`config.mk`:
```
export PLATFORM = sky130hd
export DESIGN_NAME = esc_telemetry_frame_decoder_unit
export DESIGN_NICKNAME = d
export VERILOG_FILES = /design/src/rtl/core/etfd_pkg.sv /design/src/rtl/core/esc_telemetry_frame_decoder_unit.sv
export SDC_FILE = /design/constraint.sdc
export NUM_CORES = 1
export LEC_CHECK = 0
export ABC_AREA = 1
export BUFFER_PORTS_ARGS = -buffer_cell sky130_fd_sc_hd__buf_2
export CAP_MARGIN = 20
export CORE_MARGIN = 2
export CORE_UTILIZATION = 40
export CTS_CLUSTER_DIAMETER = 200
export DETAILED_ROUTE_END_ITERATION = 7
export HOLD_SLACK_MARGIN = 0.1
export PLACE_DENSITY = 0.64
export RECOVER_POWER = 100
export SETUP_SLACK_MARGIN = 0.1
export SYNTH_ARGS = -nofsm -noshare
export SYNTH_HDL_FRONTEND = slang
export SYNTH_SLANG_ARGS = --single-unit
```
`constraint.sdc`:
```
create_clock -name i_clk -period 6.1 [get_ports i_clk]
set_input_delay 1.22 -clock i_clk [delete_from_list [all_inputs] [get_ports i_clk]]
set_output_delay 1.22 -clock i_clk [all_outputs]
set_load 0.005 [all_outputs]
```
`src/rtl/core/etfd_pkg.sv`:
```
`default_nettype none
// ----------------------------------------------------------------------------
// etfd_pkg
// Types and constants shared by the telemetry frame decoder and its checker,
// and the CRC-8 byte step used by the decoder.
// ----------------------------------------------------------------------------
package etfd_pkg;

    localparam int unsigned FRAME_BYTES     = 10;
    localparam int unsigned ALT_FRAME_BYTES = 12;
    localparam int unsigned PAYLOAD_BYTES   = 9;
    localparam int unsigned COUNT_W         = 4;
    localparam int unsigned IDX_W           = $clog2(PAYLOAD_BYTES);

    localparam logic [COUNT_W-1:0] COUNT_MAX = COUNT_W'(15);
    localparam logic [COUNT_W-1:0] CRC_IDX   = COUNT_W'(PAYLOAD_BYTES);
    localparam logic [COUNT_W-1:0] LEN_MAIN  = COUNT_W'(FRAME_BYTES);
    localparam logic [COUNT_W-1:0] LEN_ALT   = COUNT_W'(ALT_FRAME_BYTES);

    localparam logic [7:0] CRC_POLY = 8'h07;
    localparam logic [7:0] CRC_TOP  = 8'h80;

    typedef enum logic [1:0] {
        STATUS_OK      = 2'd0,
        STATUS_BAD_LEN = 2'd1,
        STATUS_BAD_CRC = 2'd2
    } t_status;

    typedef struct packed {
        logic [7:0] rx_byte;
        logic       frame_end;
    } t_in_word;

    typedef struct packed {
        t_status     status;
        logic [7:0]  temperature;
        logic [15:0] voltage;
        logic [15:0] current;
        logic [15:0] consumption;
        logic [15:0] erpm_hundreds;
    } t_out_word;

    function automatic logic [7:0] crc_step(input logic [7:0] crc, input logic [7:0] data);
        logic [7:0] c;
        c = crc ^ data;
        for (int k = 0; k < 8; k++) begin
            if ((c & CRC_TOP) != 8'd0) begin
                c = (c << 1) ^ CRC_POLY;
            end else begin
                c = c << 1;
            end
        end
        return c;
    endfunction

endpackage
`default_nettype wire

```
`src/rtl/core/esc_telemetry_frame_decoder_unit.sv`:
```
`default_nettype none
// ----------------------------------------------------------------------------
// esc_telemetry_frame_decoder_unit
// Decodes ESC telemetry frames: byte count, CRC-8 check and field extraction.
// ----------------------------------------------------------------------------
// Takes one received byte per clock unless stalled. Each word passes an input
// register and is folded into the frame state (one CRC-8 byte step); the word
// carrying frame_end loads the result register from the input register once
// the result register is free. The input side stalls only while the result
// register is full and stalled; otherwise one word is accepted every cycle.
module esc_telemetry_frame_decoder_unit
    import etfd_pkg::*;
(
    input  wire        i_clk,
    input  wire        i_rst_n,
    input  wire        i_in_valid,
    input  t_in_word   i_in_word,
    output logic       o_in_stall,
    output logic       o_out_valid,
    output t_out_word  o_out_word,
    input  wire        i_out_stall
);

    logic               r_in_valid;
    t_in_word           r_in_word;
    logic               r_out_valid;
    t_out_word          r_out_word;
    logic [COUNT_W-1:0] r_count, n_count;
    logic [7:0]         r_crc, n_crc;
    logic               r_match, n_match;
    logic [7:0]         r_store [PAYLOAD_BYTES];
    logic               out_free;
    logic               advance;
    logic               in_take;
    t_out_word          n_out_word;
    logic [COUNT_W-1:0] len;

    assign out_free    = !r_out_valid || !i_out_stall;
    assign advance     = r_in_valid && out_free;
    assign o_in_stall  = r_in_valid && !out_free;
    assign in_take     = i_in_valid && !o_in_stall;
    assign o_out_valid = r_out_valid;
    assign o_out_word  = r_out_word;

    always_comb begin
        n_crc   = r_crc;
        n_match = r_match;
        n_count = r_count;
        if (r_count < CRC_IDX) begin
            n_crc = crc_step(r_crc, r_in_word.rx_byte);
        end else if (r_count == CRC_IDX) begin
            n_match = (r_crc == r_in_word.rx_byte);
        end
        if (r_count < COUNT_MAX) begin
            n_count = r_count + COUNT_W'(1);
        end
        len = n_count;

        n_out_word = '0;
        if (len != LEN_MAIN && len != LEN_ALT) begin
            n_out_word.status = STATUS_BAD_LEN;
        end else if (!n_match) begin
            n_out_word.status = STATUS_BAD_CRC;
        end else begin
            n_out_word.status        = STATUS_OK;
            n_out_word.temperature   = r_store[0];
            n_out_word.voltage       = {r_store[1], r_store[2]};
            n_out_word.current       = {r_store[3], r_store[4]};
            n_out_word.consumption   = {r_store[5], r_store[6]};
            n_out_word.erpm_hundreds = {r_store[7], r_store[8]};
        end
    end

    always_ff @(posedge i_clk) begin
        if (!i_rst_n) begin
            r_in_valid  <= 1'b0;
            r_out_valid <= 1'b0;
            r_count     <= '0;
            r_crc       <= '0;
            r_match     <= 1'b0;
        end else begin
            r_in_valid <= in_take || (r_in_valid && !advance);
            if (out_free) begin
                r_out_valid <= advance && r_in_word.frame_end;
            end
            if (advance) begin
                if (r_in_word.frame_end) begin
                    r_count <= '0;
                    r_crc   <= '0;
                    r_match <= 1'b0;
                end else begin
                    r_count <= n_count;
                    r_crc   <= n_crc;
                    r_match <= n_match;
                end
            end
        end
    end

    always_ff @(posedge i_clk) begin
        if (in_take) begin
            r_in_word <= i_in_word;
        end
        if (advance && r_count < CRC_IDX) begin
            r_store[r_count[IDX_W-1:0]] <= r_in_word.rx_byte;
        end
        if (advance && r_in_word.frame_end) begin
            r_out_word <= n_out_word;
        end
    end

endmodule
`default_nettype wire

```
==> flow_metrics.env, run 1 <==
export IMPL_holdCritPathClass="reg2reg"
export IMPL_io_buffers=88
export IMPL_final_area_sq_um=7819
export IMPL_p_int_mw=2.003
export IMPL_h_tree_depth=4
export IMPL_slowest_stage="nor2_1"
export IMPL_synth_seq_area_share=0.7459
export IMPL_place_area_sq_um=7311
export IMPL_setup_tns_ns=0
export IMPL_synthAdderAreaFrac=0.01319
export IMPL_yosys_warnings=0
export IMPL_setup_violations_final=0
export IMPL_synth_seq_cells=170
export IMPL_cts_tree="built"
export IMPL_grt_pass1_vias=3670
export IMPL_postRouteAntennaNets=0
export IMPL_drv_cap=2
export IMPL_yosysTopAreaCell="edfxtp_1"
export IMPL_drtIter0Drc=200
export IMPL_cp_cell_sequence="buf_2, nand2_1, nand2_1, nor2_1, buf_4"
export IMPL_cts_root_buf="clkbuf_16"
export IMPL_syn_area_per_cell_sq_um=13.26
export IMPL_slew_viol_final=65
export IMPL_finalClockSkew_ns=0.009859
export IMPL_postCtsSetupRepairBufs=0
export IMPL_synth_xor_area_frac=0.01450
export IMPL_vdd_drop_max_v=0.0001972
export IMPL_routed_wl_um=12290
export IMPL_holdBufCountCts=0
export IMPL_crit_path_frequent_cell="nand2_1"
export IMPL_dp_slack_ns=2.534
export IMPL_yosys_area_top_type_share=0.7007
export IMPL_holdWs_ns=0.4734
export IMPL_p_comb_frac=0.031
export IMPL_cts_buffer_depth=2
export IMPL_synth_compound_area_frac=0.01695
export IMPL_gp_congestion=0.8586
export IMPL_clk_pin_slew_ns=0.06
export IMPL_syn_to_final_growth_pct=17.71
export IMPL_p_leak_nw=3.322
export IMPL_postSynthCellCount=501
export IMPL_synth_simple_area_share=0.1383
export IMPL_critPathMaxFanout=47
export IMPL_path_class="in2reg"
export IMPL_worstSkewPairLatency_ns=0.43
export IMPL_final_cells=841
export IMPL_crit_arrival_ns=4.26
export IMPL_synth_edf_count=155
export IMPL_track_usage=0.1446
export IMPL_hold_viol=0
export IMPL_start_util=0.4049
export IMPL_worst_pin_slew_ns=2.498
export IMPL_first_pass_iters=4
export IMPL_syn_nets=521
export IMPL_core_area_sq_um=16410
export IMPL_ys_types=23
export IMPL_dp_hpwl_um=8054
export IMPL_cts_buffers=17
export IMPL_antenna_found_initial=0
export IMPL_status="finished with violations"
export IMPL_synthMuxAreaShare=0
export IMPL_final_setup_worst_slack_ns=1.902
export IMPL_num_vias=3745
export IMPL_period_share=0.6882
export IMPL_required_ns=6.16
export IMPL_drc=0
export IMPL_grt_pass1_wl_um=19190
export IMPL_gr_total_overflow=0
export IMPL_cts_resized_gates=0
export IMPL_dieHeight_um=132.9
export IMPL_ys_top_cells_by_count="edfxtp_1 (155), inv_1 (102), nand2_1 (74)"
export IMPL_rows=47
export IMPL_sw_frac_of_total=0.1978
export IMPL_fin_nets=628
export IMPL_avgRoutedWirePerCell_um=14.61
export IMPL_synth_area_leaders="edfxtp_1 (70%), nor2_2 (6.5%), inv_1 (5.8%)"
export IMPL_pin_count=89
export IMPL_p_sw_mw=0.4937
export IMPL_yosys_most_used_dff="edfxtp_1"
export IMPL_p_seq_frac=0.521
export IMPL_grt_max_degree=48
export IMPL_die_w_um=132.9
export IMPL_synth_top_family_by_area="simple AND/OR/NAND/NOR gates"
export IMPL_clkPwrFrac=0.448
export IMPL_slowest_delay_ns=1.82
export IMPL_synth_area_sq_um=6643
export IMPL_viasPerCell=4.453
export IMPL_max_slew_margin=-0.6654
export IMPL_fin_crit_ns=4.198
export IMPL_drive_above_1_share=0.2110
export IMPL_async_flop_share=0
export IMPL_critPathLaunchType="primary input"
export IMPL_cts_sinks=170
export IMPL_violations="capacitance limit, slew limit"
export IMPL_finalCoreUtilization=0.4766
export IMPL_p_per_area_nw_per_um2=319.3
export IMPL_power_total_mw=2.497
export IMPL_dp_cells=804
export IMPL_rsz0062_at_grt="no"
export IMPL_yosysMostFrequentCell="edfxtp_1"
export IMPL_antennaDiodeCount=0
export IMPL_fmax_mhz=238.2
export IMPL_critPathCaptureType="flop"
export IMPL_die_area_sq_um=17650
==> layout by cell type, fill, tap and decap left out, types with 2 or more instances in the layout <==
master | Yosys | final
nor3_1 | 6 | 6
nor2_2 | 69 | 43
clkbuf_16 | 0 | 17
inv_1 | 102 | 102
nand3_1 | 14 | 14
nand2_1 | 74 | 74
xnor2_1 | 3 | 3
o21ai_0 | 4 | 5
clkbuf_1 | 3 | 48
clkinv_4 | 0 | 3
ha_1 | 7 | 7
or2_2 | 3 | 3
buf_2 | 0 | 51
xor2_1 | 8 | 8
bufinv_16 | 0 | 4
dfxtp_1 | 15 | 15
a21oi_1 | 16 | 16
clkinv_2 | 0 | 4
nor2_4 | 2 | 2
nor2_1 | 7 | 33
edfxtp_1 | 155 | 155
==> per-layer routing <==
metal  global-route usage  share of wire  up-vias
li1                     -              -     1837
met1               0.1824           0.45     1797
met2               0.2323           0.48       90
met3              0.04981          0.055       21
met4              0.05257          0.018        0
met5                    0              0        -
==> flip-flops by register name, indices dropped and copies added (netlist names) <==
signal,flops
o_out_valid,1
r_in_valid,1
o_out_word,74
r_crc,8
r_store,72
r_in_word,9
r_match,1
r_count,4
==> layout make-up <==
class                      count  area, sq um
clock inverter                12        173.9
multi-input combinational    219         1150
sequential                   170         4955
timing repair buffer          98        435.4
inverter                     102        382.9
fill                        1503         8588
tap                          220        275.3
clock buffer                  20        446.7
==> critical path: cells and delay by family <==
kind | cells | cell delay, ns
simple gates | 3 | 2.16
buf+inv | 2 | 0.83
==> cells by family (layout without fill, tap and decap cells) <==
family,count (synthesis),in the layout
compound gates,22,22
xor+xnor,11,11
fa+ha+maj,7,7
buf+inv,112,232
flops,170,170
simple gates,179,179
==> power by group through the flow <==
stage / Combinational (mW) / Clock, mW / Sequential (mW)
2_1_floorplan: 0.0571 / 0 / 1.32
3_3_place_gp: 0.0783 / 0 / 1.33
3_5_place_dp: 0.0800 / 0 / 1.33
4_1_cts: 0.0803 / 1.13 / 1.30
5_1_grt: 0.0912 / 1.19 / 1.30
6_report: 0.0785 / 1.12 / 1.30
==> final timing paths <==
check                                 end                   start  slack, ns  depth (start not counted)
min reg2reg          r_match$_SDFFE_PN0P_    r_match$_SDFFE_PN0P_       0.47                          2
max           o_out_word[3]$_SDFFCE_PP0P_             i_out_stall       1.90                          5
min                  r_match$_SDFFE_PN0P_    r_match$_SDFFE_PN0P_       0.47                          2
max reg2reg  o_out_word[46]$_SDFFCE_PP0P_  r_in_word[7]$_DFFE_PP_       1.95                          8
No activity file was read; power rests on OpenSTA's default activity.
==> inputs of run 2 (changes only) <==
--- a/config.mk
+++ b/config.mk
@@ -5,7 +5,7 @@
 export SDC_FILE = /design/constraint.sdc
 export NUM_CORES = 1
 export LEC_CHECK = 0
-export ABC_AREA = 1
+export ABC_AREA = 0
 export BUFFER_PORTS_ARGS = -buffer_cell sky130_fd_sc_hd__buf_2
 export CAP_MARGIN = 20
 export CORE_MARGIN = 2
@@ -13,7 +13,7 @@
 export CTS_CLUSTER_DIAMETER = 200
 export DETAILED_ROUTE_END_ITERATION = 7
 export HOLD_SLACK_MARGIN = 0.1
-export PLACE_DENSITY = 0.64
+export PLACE_DENSITY = 0.66
 export RECOVER_POWER = 100
 export SETUP_SLACK_MARGIN = 0.1
 export SYNTH_ARGS = -nofsm -noshare
==> constraint.sdc (replaced) <==
create_clock -name i_clk -period 3.5 [get_ports i_clk]
set_input_delay 0.7 -clock i_clk [delete_from_list [all_inputs] [get_ports i_clk]]
set_output_delay 0.7 -clock i_clk [all_outputs]
set_load 0.005 [all_outputs]
==> run 2 against run 1 <==
- the flow still finishes with violations (capacitance limit, slew limit)
- via count increased by 5.4%
- clock skew decreased by 0.00083 ns
- core utilization decreased by 1.9 points
- synthesized cell count decreased by 9.0%
- first-iteration DRC count increased by 7.5%
- hold slack got worse by 0.026 ns
- die area increased by 8.0%
- design area increased by 4.0%
- critical path type is now reg2reg
==> flow_metrics.env, run 2 <==
export IMPL_crit_arrival_ns=3.11
export IMPL_cp_top_family="simple AND/OR/NAND/NOR gates"
export IMPL_grt_pass1_wl_um=21310
export IMPL_path_class="reg2reg"
export IMPL_grt_pass1_vias=3966
export IMPL_die_w_um=138.1
export IMPL_core_area_sq_um=17780
export IMPL_gp_congestion=0.7708
export IMPL_postCtsSetupRepairBufs=0
export IMPL_largest_reg_flops=74
export IMPL_critPathCaptureType="flop"
export IMPL_final_cell_mix="edfxtp_1 (155), inv_1 (77), a211oi_1 (70)"
export IMPL_synth_edf_count=155
export IMPL_required_ns=3.70
export IMPL_status="finished with violations"
export IMPL_num_fill_cells=1611
export IMPL_holdWs_ns=0.4477
export IMPL_ys_types=44
export IMPL_setup_violations_final=0
export IMPL_finalClockSkew_ns=0.009027
export IMPL_routed_wl_um=13420
export IMPL_period_share=0.8306
export IMPL_hold_viol=0
export IMPL_worst_path_buf_inv=0
export IMPL_yosys_area_top_type_share=0.6471
export IMPL_layout_commonest_cell="edfxtp_1"
export IMPL_synth_seq_area_share=0.6888
export IMPL_antennaDiodeCount=0
export IMPL_critPathLaunchType="flop"
export IMPL_syn_nets=476
export IMPL_yosys_warnings=0
export IMPL_viasPerCell=5.009
export IMPL_cts_resized_gates=0
export IMPL_synth_area_sq_um=7193
export IMPL_io_buffers=88
export IMPL_antenna_found_initial=0
export IMPL_syn_to_final_growth_pct=12.99
export IMPL_rsz0062_at_grt="no"
export IMPL_dp_hpwl_um=8559
export IMPL_holdCritPathClass="in2reg"
export IMPL_synth_seq_cells=170
export IMPL_yosys_most_used_dff="edfxtp_1"
export IMPL_async_flop_share=0
export IMPL_die_area_sq_um=19070
export IMPL_num_vias=3947
export IMPL_dieHeight_um=138.1
export IMPL_worst_pin_slew_ns=1.835
export IMPL_drive_above_1_share=0.1699
export IMPL_cts_buffers=17
export IMPL_p_leak_nw=2.952
export IMPL_drtIter0Drc=215
export IMPL_vdd_drop_max_v=0.0003505
export IMPL_clk_pin_slew_ns=0.06
export IMPL_ys_top_cells_by_count="edfxtp_1 (155), inv_1 (77), a211oi_2 (59)"
export IMPL_first_pass_iters=4
export IMPL_cts_tree="built"
export IMPL_seq_area_sq_um=4955
export IMPL_cp_cell_sequence="ha_1, nand2_1, or4_2, a211oi_1"
export IMPL_yosysMostFrequentCell="edfxtp_1"
export IMPL_critPathMaxFanout=74
export IMPL_max_slew_margin=-0.2237
export IMPL_violations="capacitance limit, slew limit"
export IMPL_gr_total_overflow=0
export IMPL_postRouteAntennaNets=0
export IMPL_final_area_sq_um=8128
export IMPL_start_util=0.4046
export IMPL_avgRoutedWirePerCell_um=17.03
export IMPL_pin_count=89
export IMPL_slowest_delay_ns=1.20
export IMPL_slew_viol_final=75
export IMPL_fin_nets=566
export IMPL_holdBufCountCts=0
export IMPL_h_tree_depth=4
export IMPL_grt_max_degree=75
export IMPL_multi_input_area_sq_um=1473
export IMPL_cts_sinks=170
export IMPL_fin_crit_ns=2.907
export IMPL_slowest_stage="or4_2"
export IMPL_fmax_mhz=344.0
export IMPL_worstSkewPairLatency_ns=0.42
export IMPL_setup_tns_ns=0
export IMPL_p_per_area_nw_per_um2=543.9
export IMPL_cts_buffer_depth=2
export IMPL_drv_cap=1
export IMPL_syn_area_per_cell_sq_um=15.77
export IMPL_rows=49
export IMPL_synth_area_leaders="edfxtp_1 (65%), a211oi_2 (10%), dfxtp_1 (4.2%)"
export IMPL_yosysTopAreaCell="edfxtp_1"
export IMPL_cts_root_buf="clkbuf_16"
export IMPL_track_usage=0.1446
export IMPL_place_area_sq_um=7898
export IMPL_postSynthCellCount=456
export IMPL_drc=0
-- run 2: report_power, final --
part	leakage, nW	total, mW	internal (mW)	switching, mW
logic	1.11	0.196	0.0911	0.104
registers	1.53	2.27	2.25	0.0225
clock network	0.305	1.95	1.20	0.754
-- run 2: final timing paths --
check,startpoint,to,slack [ns],cells past startpoint
setup / recovery,r_count[0]$_SDFFE_PN0P_,o_out_word[55]$_SDFFCE_PP0P_,0.59,4
hold reg to reg,r_match$_SDFFE_PN0P_,r_match$_SDFFE_PN0P_,0.48,2
hold / removal,i_in_word[1],r_in_word[1]$_DFFE_PP_,0.45,1
setup reg to reg,r_count[0]$_SDFFE_PN0P_,o_out_word[55]$_SDFFCE_PP0P_,0.59,4
-- run 2: worst register-to-register path: stages, from the launching register on --
cell      delay, ns
dfxtp_1        0.46
ha_1           0.40
nand2_1        0.08
or4_2          1.20
a211oi_1       0.56
-- run 2: layout make-up --
class / instances / share of cell area
Timing Repair Buffer: 101 / 0.06173
Tap cell: 229 / 0.03525
Clock buffer: 17 / 0.05234
Multi-Input combinational cell: 178 / 0.1812
Sequential cell: 170 / 0.6096
Inverter: 78 / 0.03602
Clock inverter: 15 / 0.02386
-- run 2: through the flow --
step / total power, mW / util / setup WS (ns) / instances
3_3_place_gp: 2.517 / 0.4426 / 0.6478 / 755
6_report: 4.420 / 0.4571 / 0.5928 / 788
4_1_cts: 4.478 / 0.4790 / 0.5680 / 788
3_5_place_dp: 2.525 / 0.4442 / 0.6038 / 756
2_1_floorplan: 2.442 / - / 0.9177 / 456
5_1_grt: 4.572 / 0.4571 / 0.3727 / 788
-- run 2: kinds of logic (layout without fill, tap and decap cells) --
| group | Yosys count | in the layout | synth area share |
|---|---|---|---|
| AOI/OAI and AO/OA | 96 | 96 | 0.1400 |
| xor gates and xnor gates | 19 | 19 | 0.04070 |
| adders and majority gates | 7 | 7 | 0.01218 |
| buffers and inverters | 108 | 211 | 0.06871 |
| DFF | 170 | 170 | 0.6888 |
| muxes | 3 | 3 | 0.004175 |
| and+or+nand+nor | 53 | 53 | 0.04540 |
-- run 2: metal layers --
| metal | global-route usage | part of all wire |
|---|---|---|
| met5 | 0 | 0 |
| met2 | 0.2408 | 0.52 |
| met4 | 0.06069 | 0.021 |
| met1 | 0.1775 | 0.41 |
| met3 | 0.04191 | 0.052 |
